[config.mk]
export PLATFORM = sky130hd
export DESIGN_NAME = tsfn_ctrl
export DESIGN_NICKNAME = d
export VERILOG_FILES = /design/src/rtl/tsfn_pkg.sv /design/src/rtl/tsfn_ctrl.sv
export SDC_FILE = /design/constraint.sdc
export NUM_CORES = 1
export LEC_CHECK = 0
export ABC_CLOCK_PERIOD_IN_PS = 2900
export BUFFER_PORTS_ARGS = -buffer_cell sky130_fd_sc_hd__buf_2
export CORE_ASPECT_RATIO = 0.6
export CORE_MARGIN = 3
export CORE_UTILIZATION = 61
export CTS_BUF_LIST = sky130_fd_sc_hd__clkbuf_4 sky130_fd_sc_hd__clkbuf_8
export DETAILED_ROUTE_END_ITERATION = 6
export GPL_ROUTABILITY_DRIVEN = 1
export PLACE_DENSITY = 0.88
export SLEW_MARGIN = 20
export SYNTH_ARGS = -nofsm -noshare
export SYNTH_HDL_FRONTEND = slang
export SYNTH_SLANG_ARGS = --single-unit
export TNS_END_PERCENT = 5
[constraint.sdc]
create_clock -name clk -period 2.9 [get_ports clk]
set_input_delay 0.145 -clock clk [delete_from_list [all_inputs] [get_ports clk]]
set_output_delay 0.145 -clock clk [all_outputs]
set_load 0.05 [all_outputs]
[src/rtl/tsfn_pkg.sv]
`timescale 1ns / 1ps
// ---------------------------------------------------------------------------
// tsfn_pkg: shared types and constants of the transform stack block
// Item and record formats, operation and state codes, fixed point helpers.
// ---------------------------------------------------------------------------
package tsfn_pkg;

    localparam int STACK_DEPTH   = 8;
    localparam int FRACTION_BITS = 16;

    localparam int MAT_WORDS  = 16;
    localparam int STK_WORDS  = STACK_DEPTH * MAT_WORDS;
    localparam int STK_AW     = $clog2(STK_WORDS);
    localparam int STG_AW     = $clog2(MAT_WORDS);
    localparam int CNT_W      = $clog2(STACK_DEPTH + 1);

    // Accumulator holds up to four rounded products plus one word.
    localparam int ACC_W      = 64 - FRACTION_BITS + 3;
    // Sum of three squares of values below 2^30.
    localparam int SQ_W       = 62;
    localparam int ROOT_W     = 63;
    localparam int SQRT_STEPS = 32;
    localparam int STEP_W     = $clog2(SQRT_STEPS);
    // Quotient of the normal division is at most 2^FRACTION_BITS + 1.
    localparam int QUO_W      = FRACTION_BITS + 2;
    localparam int NUM_W      = 31 + FRACTION_BITS;
    localparam int DIV_W      = 32 + FRACTION_BITS;

    localparam logic [1:0] KIND_LOAD = 2'd0;
    localparam logic [1:0] KIND_PUSH = 2'd1;
    localparam logic [1:0] KIND_POP  = 2'd2;
    localparam logic [1:0] KIND_TRI  = 2'd3;

    localparam logic [1:0] REC_NORMAL = 2'd0;
    localparam logic [1:0] REC_VERTEX = 2'd1;
    localparam logic [1:0] REC_ERROR  = 2'd2;

    localparam logic ERR_POP_EMPTY = 1'b0;
    localparam logic ERR_PUSH_FULL = 1'b1;

    typedef struct packed {
        logic [1:0]         kind;
        logic [1:0]         row_index;
        logic signed [31:0] coord0;
        logic signed [31:0] coord1;
        logic signed [31:0] coord2;
        logic signed [31:0] coord3;
        logic signed [31:0] coord4;
        logic signed [31:0] coord5;
        logic signed [31:0] coord6;
        logic signed [31:0] coord7;
        logic signed [31:0] coord8;
    } in_item_t;

    typedef struct packed {
        logic [1:0]         record_kind;
        logic               error_code;
        logic signed [31:0] out_x;
        logic signed [31:0] out_y;
        logic signed [31:0] out_z;
        logic               last;
    } out_item_t;

    typedef enum logic [5:0] {
        OP_NOP,
        OP_CAPTURE,
        OP_STG_WRITE,
        OP_CNT_INC,
        OP_CNT_DEC,
        OP_CP_READ,
        OP_CP_WRITE,
        OP_MM_READ,
        OP_MM_MUL,
        OP_MM_ACC,
        OP_MM_WRITE,
        OP_XF_READ_T,
        OP_XF_LOAD,
        OP_XF_READ,
        OP_XF_MUL,
        OP_XF_ACC,
        OP_XF_WRITE,
        OP_V_COPY,
        OP_EDGE,
        OP_CR_MUL_A,
        OP_CR_LOAD,
        OP_CR_MUL_B,
        OP_CR_SUB,
        OP_MAG,
        OP_NORM,
        OP_SQ_MUL,
        OP_SQ_ACC,
        OP_SQRT_INIT,
        OP_SQRT_STEP,
        OP_DIV_INIT,
        OP_DIV_STEP,
        OP_DIV_DONE,
        OP_EMIT_RES,
        OP_EMIT_ERR
    } dp_op_t;

    typedef enum logic [5:0] {
        ST_IDLE,
        ST_DISPATCH,
        ST_LOAD,
        ST_CP_READ,
        ST_CP_WRITE,
        ST_MM_READ,
        ST_MM_MUL,
        ST_MM_ACC,
        ST_MM_WRITE,
        ST_PUSH_DONE,
        ST_XF_READ_T,
        ST_XF_LOAD,
        ST_XF_READ,
        ST_XF_MUL,
        ST_XF_ACC,
        ST_XF_WRITE,
        ST_EDGE,
        ST_CR_MUL_A,
        ST_CR_LOAD,
        ST_CR_MUL_B,
        ST_CR_SUB,
        ST_MAG,
        ST_CHECK,
        ST_NORM,
        ST_SQ_MUL,
        ST_SQ_ACC,
        ST_SQRT_INIT,
        ST_SQRT_STEP,
        ST_DIV_INIT,
        ST_DIV_STEP,
        ST_DIV_DONE,
        ST_EMIT,
        ST_ERR
    } state_t;

    typedef struct packed {
        dp_op_t     op;
        logic [1:0] row;
        logic [1:0] col;
        logic [1:0] term;
    } dp_cmd_t;

    typedef struct packed {
        logic [1:0] kind;
        logic       count_zero;
        logic       count_full;
        logic       mag_zero;
        logic       norm_ok;
        logic       out_free;
    } dp_status_t;

    function automatic logic signed [31:0] sat32(input logic signed [ACC_W-1:0] v);
        logic signed [ACC_W-1:0] hi;
        logic signed [ACC_W-1:0] lo;
        logic signed [31:0]      res;
        hi = ACC_W'(signed'(32'h7FFFFFFF));
        lo = ACC_W'(signed'(32'h80000000));
        if (v > hi) begin
            res = 32'sh7FFFFFFF;
        end
        else if (v < lo) begin
            res = signed'(32'h80000000);
        end
        else begin
            res = v[31:0];
        end
        return res;
    endfunction

    // Edge indexes of the cross product terms: comp = a*b - c*d.
    function automatic logic [2:0] cross_sel(input logic [1:0] comp, input logic [1:0] term);
        logic [2:0] res;
        case ({comp, term})
            4'b00_00: res = 3'd1;
            4'b00_01: res = 3'd5;
            4'b00_10: res = 3'd2;
            4'b00_11: res = 3'd4;
            4'b01_00: res = 3'd2;
            4'b01_01: res = 3'd3;
            4'b01_10: res = 3'd0;
            4'b01_11: res = 3'd5;
            4'b10_00: res = 3'd0;
            4'b10_01: res = 3'd4;
            4'b10_10: res = 3'd1;
            4'b10_11: res = 3'd3;
            default:  res = 3'd0;
        endcase
        return res;
    endfunction

endpackage

[src/rtl/tsfn_ctrl.sv]
`timescale 1ns / 1ps
// ---------------------------------------------------------------------------
// tsfn_ctrl: sequencer of the transform stack block
// Walks each item through its steps and commands the datapath.
// ---------------------------------------------------------------------------
module tsfn_ctrl (
    input  logic                  clk,
    input  logic                  rst_n,
    input  logic                  item_valid,
    output logic                  item_stall,
    input  tsfn_pkg::dp_status_t  status,
    output tsfn_pkg::dp_cmd_t     cmd
);

    tsfn_pkg::state_t             state_reg, state_next;
    logic [1:0]                   row_reg, row_next;
    logic [1:0]                   col_reg, col_next;
    logic [1:0]                   term_reg, term_next;
    logic [tsfn_pkg::STEP_W-1:0]  step_reg, step_next;

    always_ff @(posedge clk or negedge rst_n)
    begin
        if (!rst_n)
        begin
            state_reg <= tsfn_pkg::ST_IDLE;
            row_reg   <= '0;
            col_reg   <= '0;
            term_reg  <= '0;
            step_reg  <= '0;
        end
        else
        begin
            state_reg <= state_next;
            row_reg   <= row_next;
            col_reg   <= col_next;
            term_reg  <= term_next;
            step_reg  <= step_next;
        end
    end

    always_comb
    begin
        state_next = state_reg;
        row_next   = row_reg;
        col_next   = col_reg;
        term_next  = term_reg;
        step_next  = step_reg;
        cmd.op     = tsfn_pkg::OP_NOP;
        cmd.row    = row_reg;
        cmd.col    = col_reg;
        cmd.term   = term_reg;
        item_stall = (state_reg != tsfn_pkg::ST_IDLE);

        case (state_reg)
            tsfn_pkg::ST_IDLE:
            begin
                if (item_valid)
                begin
                    cmd.op     = tsfn_pkg::OP_CAPTURE;
                    state_next = tsfn_pkg::ST_DISPATCH;
                end
            end
            tsfn_pkg::ST_DISPATCH:
            begin
                row_next  = '0;
                col_next  = '0;
                term_next = '0;
                step_next = '0;
                case (status.kind)
                    tsfn_pkg::KIND_LOAD: state_next = tsfn_pkg::ST_LOAD;
                    tsfn_pkg::KIND_PUSH:
                    begin
                        if (status.count_full)
                            state_next = tsfn_pkg::ST_ERR;
                        else if (status.count_zero)
                            state_next = tsfn_pkg::ST_CP_READ;
                        else
                            state_next = tsfn_pkg::ST_MM_READ;
                    end
                    tsfn_pkg::KIND_POP:
                    begin
                        if (status.count_zero)
                        begin
                            state_next = tsfn_pkg::ST_ERR;
                        end
                        else
                        begin
                            cmd.op     = tsfn_pkg::OP_CNT_DEC;
                            state_next = tsfn_pkg::ST_IDLE;
                        end
                    end
                    default:
                    begin
                        if (status.count_zero)
                        begin
                            cmd.op     = tsfn_pkg::OP_V_COPY;
                            state_next = tsfn_pkg::ST_EDGE;
                        end
                        else
                        begin
                            state_next = tsfn_pkg::ST_XF_READ_T;
                        end
                    end
                endcase
            end
            tsfn_pkg::ST_LOAD:
            begin
                cmd.op   = tsfn_pkg::OP_STG_WRITE;
                col_next = col_reg + 2'd1;
                if (col_reg == 2'd3)
                    state_next = tsfn_pkg::ST_IDLE;
            end
            tsfn_pkg::ST_CP_READ:
            begin
                cmd.op     = tsfn_pkg::OP_CP_READ;
                state_next = tsfn_pkg::ST_CP_WRITE;
            end
            tsfn_pkg::ST_CP_WRITE:
            begin
                cmd.op              = tsfn_pkg::OP_CP_WRITE;
                {row_next, col_next} = {row_reg, col_reg} + 4'd1;
                if ({row_reg, col_reg} == 4'hF)
                    state_next = tsfn_pkg::ST_PUSH_DONE;
                else
                    state_next = tsfn_pkg::ST_CP_READ;
            end
            tsfn_pkg::ST_MM_READ:
            begin
                cmd.op     = tsfn_pkg::OP_MM_READ;
                state_next = tsfn_pkg::ST_MM_MUL;
            end
            tsfn_pkg::ST_MM_MUL:
            begin
                cmd.op     = tsfn_pkg::OP_MM_MUL;
                state_next = tsfn_pkg::ST_MM_ACC;
            end
            tsfn_pkg::ST_MM_ACC:
            begin
                cmd.op    = tsfn_pkg::OP_MM_ACC;
                term_next = term_reg + 2'd1;
                if (term_reg == 2'd3)
                    state_next = tsfn_pkg::ST_MM_WRITE;
                else
                    state_next = tsfn_pkg::ST_MM_READ;
            end
            tsfn_pkg::ST_MM_WRITE:
            begin
                cmd.op               = tsfn_pkg::OP_MM_WRITE;
                {row_next, col_next} = {row_reg, col_reg} + 4'd1;
                if ({row_reg, col_reg} == 4'hF)
                    state_next = tsfn_pkg::ST_PUSH_DONE;
                else
                    state_next = tsfn_pkg::ST_MM_READ;
            end
            tsfn_pkg::ST_PUSH_DONE:
            begin
                cmd.op     = tsfn_pkg::OP_CNT_INC;
                state_next = tsfn_pkg::ST_IDLE;
            end
            tsfn_pkg::ST_XF_READ_T:
            begin
                cmd.op     = tsfn_pkg::OP_XF_READ_T;
                state_next = tsfn_pkg::ST_XF_LOAD;
            end
            tsfn_pkg::ST_XF_LOAD:
            begin
                cmd.op     = tsfn_pkg::OP_XF_LOAD;
                term_next  = '0;
                state_next = tsfn_pkg::ST_XF_READ;
            end
            tsfn_pkg::ST_XF_READ:
            begin
                cmd.op     = tsfn_pkg::OP_XF_READ;
                state_next = tsfn_pkg::ST_XF_MUL;
            end
            tsfn_pkg::ST_XF_MUL:
            begin
                cmd.op     = tsfn_pkg::OP_XF_MUL;
                state_next = tsfn_pkg::ST_XF_ACC;
            end
            tsfn_pkg::ST_XF_ACC:
            begin
                cmd.op = tsfn_pkg::OP_XF_ACC;
                if (term_reg == 2'd2)
                begin
                    term_next  = '0;
                    state_next = tsfn_pkg::ST_XF_WRITE;
                end
                else
                begin
                    term_next  = term_reg + 2'd1;
                    state_next = tsfn_pkg::ST_XF_READ;
                end
            end
            tsfn_pkg::ST_XF_WRITE:
            begin
                cmd.op     = tsfn_pkg::OP_XF_WRITE;
                state_next = tsfn_pkg::ST_XF_READ_T;
                if (row_reg == 2'd2)
                begin
                    row_next = '0;
                    if (col_reg == 2'd2)
                    begin
                        col_next   = '0;
                        state_next = tsfn_pkg::ST_EDGE;
                    end
                    else
                    begin
                        col_next = col_reg + 2'd1;
                    end
                end
                else
                begin
                    row_next = row_reg + 2'd1;
                end
            end
            tsfn_pkg::ST_EDGE:
            begin
                cmd.op     = tsfn_pkg::OP_EDGE;
                row_next   = '0;
                state_next = tsfn_pkg::ST_CR_MUL_A;
            end
            tsfn_pkg::ST_CR_MUL_A:
            begin
                cmd.op     = tsfn_pkg::OP_CR_MUL_A;
                state_next = tsfn_pkg::ST_CR_LOAD;
            end
            tsfn_pkg::ST_CR_LOAD:
            begin
                cmd.op     = tsfn_pkg::OP_CR_LOAD;
                state_next = tsfn_pkg::ST_CR_MUL_B;
            end
            tsfn_pkg::ST_CR_MUL_B:
            begin
                cmd.op     = tsfn_pkg::OP_CR_MUL_B;
                state_next = tsfn_pkg::ST_CR_SUB;
            end
            tsfn_pkg::ST_CR_SUB:
            begin
                cmd.op = tsfn_pkg::OP_CR_SUB;
                if (row_reg == 2'd2)
                begin
                    row_next   = '0;
                    state_next = tsfn_pkg::ST_MAG;
                end
                else
                begin
                    row_next   = row_reg + 2'd1;
                    state_next = tsfn_pkg::ST_CR_MUL_A;
                end
            end
            tsfn_pkg::ST_MAG:
            begin
                cmd.op     = tsfn_pkg::OP_MAG;
                state_next = tsfn_pkg::ST_CHECK;
            end
            tsfn_pkg::ST_CHECK:
            begin
                if (status.mag_zero)
                    state_next = tsfn_pkg::ST_IDLE;
                else
                    state_next = tsfn_pkg::ST_NORM;
            end
            tsfn_pkg::ST_NORM:
            begin
                if (status.norm_ok)
                begin
                    row_next   = '0;
                    state_next = tsfn_pkg::ST_SQ_MUL;
                end
                else
                begin
                    cmd.op = tsfn_pkg::OP_NORM;
                end
            end
            tsfn_pkg::ST_SQ_MUL:
            begin
                cmd.op     = tsfn_pkg::OP_SQ_MUL;
                state_next = tsfn_pkg::ST_SQ_ACC;
            end
            tsfn_pkg::ST_SQ_ACC:
            begin
                cmd.op = tsfn_pkg::OP_SQ_ACC;
                if (row_reg == 2'd2)
                begin
                    row_next   = '0;
                    state_next = tsfn_pkg::ST_SQRT_INIT;
                end
                else
                begin
                    row_next   = row_reg + 2'd1;
                    state_next = tsfn_pkg::ST_SQ_MUL;
                end
            end
            tsfn_pkg::ST_SQRT_INIT:
            begin
                cmd.op     = tsfn_pkg::OP_SQRT_INIT;
                step_next  = '0;
                state_next = tsfn_pkg::ST_SQRT_STEP;
            end
            tsfn_pkg::ST_SQRT_STEP:
            begin
                cmd.op    = tsfn_pkg::OP_SQRT_STEP;
                step_next = step_reg + 1'b1;
                if (step_reg == tsfn_pkg::STEP_W'(tsfn_pkg::SQRT_STEPS - 1))
                begin
                    step_next  = '0;
                    state_next = tsfn_pkg::ST_DIV_INIT;
                end
            end
            tsfn_pkg::ST_DIV_INIT:
            begin
                cmd.op     = tsfn_pkg::OP_DIV_INIT;
                step_next  = '0;
                state_next = tsfn_pkg::ST_DIV_STEP;
            end
            tsfn_pkg::ST_DIV_STEP:
            begin
                cmd.op    = tsfn_pkg::OP_DIV_STEP;
                step_next = step_reg + 1'b1;
                if (step_reg == tsfn_pkg::STEP_W'(tsfn_pkg::QUO_W - 1))
                begin
                    step_next  = '0;
                    state_next = tsfn_pkg::ST_DIV_DONE;
                end
            end
            tsfn_pkg::ST_DIV_DONE:
            begin
                cmd.op = tsfn_pkg::OP_DIV_DONE;
                if (row_reg == 2'd2)
                begin
                    row_next   = '0;
                    state_next = tsfn_pkg::ST_EMIT;
                end
                else
                begin
                    row_next   = row_reg + 2'd1;
                    state_next = tsfn_pkg::ST_DIV_INIT;
                end
            end
            tsfn_pkg::ST_EMIT:
            begin
                if (status.out_free)
                begin
                    cmd.op   = tsfn_pkg::OP_EMIT_RES;
                    row_next = row_reg + 2'd1;
                    if (row_reg == 2'd3)
                        state_next = tsfn_pkg::ST_IDLE;
                end
            end
            tsfn_pkg::ST_ERR:
            begin
                if (status.out_free)
                begin
                    cmd.op     = tsfn_pkg::OP_EMIT_ERR;
                    state_next = tsfn_pkg::ST_IDLE;
                end
            end
            default:
            begin
                state_next = tsfn_pkg::ST_IDLE;
            end
        endcase
    end

endmodule

---- Word-level counts from Yosys, hierarchy flattened ----
Cells that the tools add are included.
storage, ports and cells
  bits in writable memories ............... 0
  memories ................................ 0
  word-level logic and storage cells ...... 122
  input bits .............................. 10
  register bits ........................... 17
  bits in latches ......................... 0
  bits in read-only memories .............. 0
operators by class
  $mul .................................... 0
  div/mod/pow operators ................... 0
  order comparisons ....................... 0
  shifts and indexed selects .............. 0
  equality and inequality tests ........... 52
  muxes and demuxes ....................... 44
  $add $sub $neg .......................... 5
  bitwise operators ....................... 0
  reductions and logical operators ........ 16
operators by type and width
  operator                                              count
  one-hot mux 6 bit (32 select lines)                   2
  equality test 6 x 5 -> 1 bit (second input constant)  16
  two-way mux 6 bit                                     12
  equality test 6 x 4 -> 1 bit (second input constant)  8
  two-way mux 5 bit                                     8
  equality test 6 x 3 -> 1 bit (second input constant)  4
  two-way mux 2 bit                                     9
  inequality test 2 bit (second input constant)         9
  one-hot mux 6 bit (3 select lines)                    1
  one-hot mux 5 bit (3 select lines)                    1
  equality test 2 bit (second input constant)           7
  equality test 6 x 2 -> 1 bit (second input constant)  2
  two-way mux 4 bit                                     3
  equality test 5 bit (second input constant)           2
  one-hot mux 2 bit (5 select lines)                    1
  one-hot mux 5 bit (2 select lines)                    1
  two-way mux 3 bit                                     3
  one-hot mux 2 bit (4 select lines)                    1
  AND reduction 8 bit                                   1
  OR reduction 2 bit                                    4
  adder 2 x 1 -> 2 bit (second input constant)          3
  equality test 6 x 1 -> 1 bit (second input constant)  1
  equality test 6 bit (second input constant)           1
  logical NOT 6 bit                                     1
  15 further kinds                                      16

---- Longest topological paths before layout ----
  depth after elaboration ................. 4
  gate-level depth with buffers ........... 10

---- Worst setup path after synthesis ----
Ideal clock, no wire load.
  kind .................................... flip-flop to output port
  start ................................... register state_reg[2]
  end ..................................... output port cmd[9] in the netlist's numbering
  setup slack ............................. -0.995 ns
  cell stages (with the launch flop) ...... 7
  arrival time ............................ 3.750 ns
  cells stage by stage .................... dfrtp_1 > clkbuf_1 > buf_2 > buf_4 > buf_2 > a21oi_1 > a2111oi_0
RTL lines
  element                 RTL line         text
  start, declared         tsfn_ctrl.sv:15  tsfn_pkg::state_t state_reg, state_next;
  start signal, assigned  tsfn_ctrl.sv:25  state_reg <= tsfn_pkg::ST_IDLE;
  start signal, assigned  tsfn_ctrl.sv:33  state_reg <= state_next;
  end, declared           tsfn_ctrl.sv:12  output tsfn_pkg::dp_cmd_t cmd

==> reports/metrics.csv <==
metric,value,unit
first-pass GRT wire length,12000,um
Max Slew Vio Count,0,
Vias/cell,7.06,
"IR drop worst, VDD",0.000621,V
Pwr Total,2.75,mW
FP Rows,16,
fraction of registers with async set or reset after synthesis,100,%
Simple-Gate Fraction of Synth Area,32.0,%
n_diodes,0,
I/O pin count,23,
startpoint types,flop,
period utilization,85.3,%
clock sinks,17,
WP data arrival,2.33,ns
Fin. Hold Viols,0,
CP max FO,35,
Placer Congestion,1.02,
Worst-path clk slew,0.08,ns
Setup TNS,0,ns
TritonCTS clock tree,built,
Leak,1.07,nW
final WL,7110,um
later-pin clock latency in the skew report,0.26,ns
Starting DRT DRC Count,481,
die width,84.4,um
All-Layer GR Usage,34.0,%
Pre-Repair DR Iteration Count,7,
Max Clk Rate,404,MHz
Synth Net Count,340,
Post-Syn Instances,315,
area of the mapped netlist,2250,um^2
crit path kind,flop to primary output,
final net count,353,
antenna violations before repair,0,
outcome,"finished, final reports clean",
clock buffer count from CTS,3,
combinational family with the most area after synthesis,simple AND/OR/NAND/NOR gates,
register area share after synthesis,18.9,%
Final Skew,0.00705,ns
post-CTS sizing,0,
hold crit path type,primary input to flop,
core area,3380,um^2
multiplexer share of the synthesized area,0.891,%
Compound-Gate Fraction of Synth Area,29.5,%
largest net degree at the start of global routing,36,
Clock Tree Buf Depth,2,
Seq cells post-synth,17,
Root Driver,clkbuf_8,
syn avg cell area,7.13,um^2
share of layout cells above drive strength 1,15.0,%
H-tree depth,1,
Worst Tran Pin Value,0.745,ns
xor/xnor share of the synthesized area,1.95,%
Starting Density,66.4,%
post-layout min period,2.47,ns
DRT antenna net count,0,
"Req. time, crit path",2.76,ns
Post-Synth Adder-Cell Area,8.80,%
vias in the first global route,2434,
GRT Residual Overflow,0,
max FFs per register,6,
"Distinct cells, synth",63,
RSZ-0062 raised after global routing,false,
IO buf count,22,
slew margin rel.,50.3,%
"most common cell after layout, fill and taps aside",nand2_1,
DRC errors left,0,
HPWL Detailed,5260,um
power per cell area,1120,nW/um^2
Die Height,53.0,um
synth warn,0,
number of synthesized flops with an enable pin,0,
CP Capture Type,primary output,
via count,2628,
Final setup viols,0,
Area growth syn-to-layout,9.02,%
top_reg_cell synth,dfrtp_1,
die footprint,4470,um^2
WL/cell,19.1,um
max_cap viols,0,
"commonest non-fill, non-tap cells in the layout","36 x nand2_1, 25 x nor2_1, 22 x a21oi_1, 22 x buf_2, 18 x o21ai_0",
layer usage:
| layer | GRT usage, % | share of wire (%) | routed length [um] | up-vias |
|---|---|---|---|---|
| met5 | 0 | 0 | 0 | - |
| met4 | 10.8 | 3.7 | 262 | 0 |
| met3 | 13.2 | 15 | 1080 | 42 |
| met2 | 48.7 | 40 | 2830 | 233 |
| met1 | 46.7 | 41 | 2940 | 1178 |
| li1 | - | - | - | 1175 |
power by group:
part           leakage, nW  internal (mW)  total [mW]  switching, mW
sequential           0.222          0.330       0.557          0.227
combinational        0.827          0.699        2.00           1.30
clock               0.0217         0.0969       0.189         0.0916
total                 1.07           1.13        2.75           1.62
repair_timing:
| item | CTS | global route |
|---|---|---|
| hold buffers | 1 | 0 |
| buffers inserted | 0 | 0 |
| hold endpoints to repair | 17 | 0 |
through the flow:
step | worst slack, ns | cells | hold slack, ns | cell area, um^2 | utilization (%)
2_1_floorplan | 0.357 | 315 | -0.151 | 2250 | -
3_5_place_dp | 0.632 | 367 | 0.101 | 2390 | 70.7
4_1_cts | 0.449 | 372 | 0.171 | 2450 | 72.4
3_3_place_gp | 0.649 | 367 | 0.0925 | 2390 | 70.7
5_1_grt | 0.249 | 372 | 0.180 | 2450 | 72.4
6_report | 0.427 | 372 | 0.179 | 2450 | 72.4
logic make-up (layout without fill, tap and decap cells):
kind of cell             Yosys count  in the layout
AO/OA/AOI/OAI                     98             98
XOR/XNOR                           5              5
adder cells (fa/ha/maj)           16             16
buffers and inverters             39             51
flip-flops                        17             17
multiplexers                       2              2
AND/OR/NAND/NOR                  138            138
cell usage after synthesis, types with 5 or more instances:
cell type  instances  area share [%]
a32oi_1            5             1.9
and3_1             5             1.4
buf_2             12             2.7
nor3_1             5             1.1
inv_1             15             2.5
nand2b_1          14             3.9
a21oi_1           22             4.9
ha_1              15             8.4
clkbuf_1           7             1.2
a21o_1             5             1.7
nand4_1            7             1.9
nand3_1           12             2.7
o21bai_1           6             2.0
o21ai_0           18             4.0
nand2_1           36             6.0
nor2_1            25             4.2
dfrtp_1           17              19
nor2b_1            8             2.2
critical path, cell delays in order (launching register included):
cell and delay [ns]:
dfrtp_1 0.53, buf_12 0.24, nor4_1 0.50, nand3b_1 0.24, inv_1 0.10, a32oi_1 0.07, nand3_1 0.12, buf_2 0.26
final cells by class:
type / count / area, um^2
Tap cell: 45 / 56.3
Fill cell: 268 / 933
Inverter: 15 / 56.3
Multi-Input combinational cell: 259 / 1650
Clock buffer: 3 / 41.3
Sequential cell: 17 / 425
Timing Repair Buffer: 32 / 213
Clock inverter: 1 / 7.51
final timing paths:
check	to	slack, ns	cells after the start	startpoint
max	cmd[6]	0.43	7	state_reg[3]
min	state_reg[5]	0.18	2	status[0]
max reg2reg	state_reg[3]	0.47	7	state_reg[5]
min reg2reg	step_reg[3]	0.55	1	step_reg[3]
max in group asynchronous	step_reg[0]	2.28	2	rst_n
min in group asynchronous	state_reg[4]	0.34	2	rst_n
(Power assumes the default switching activity.)
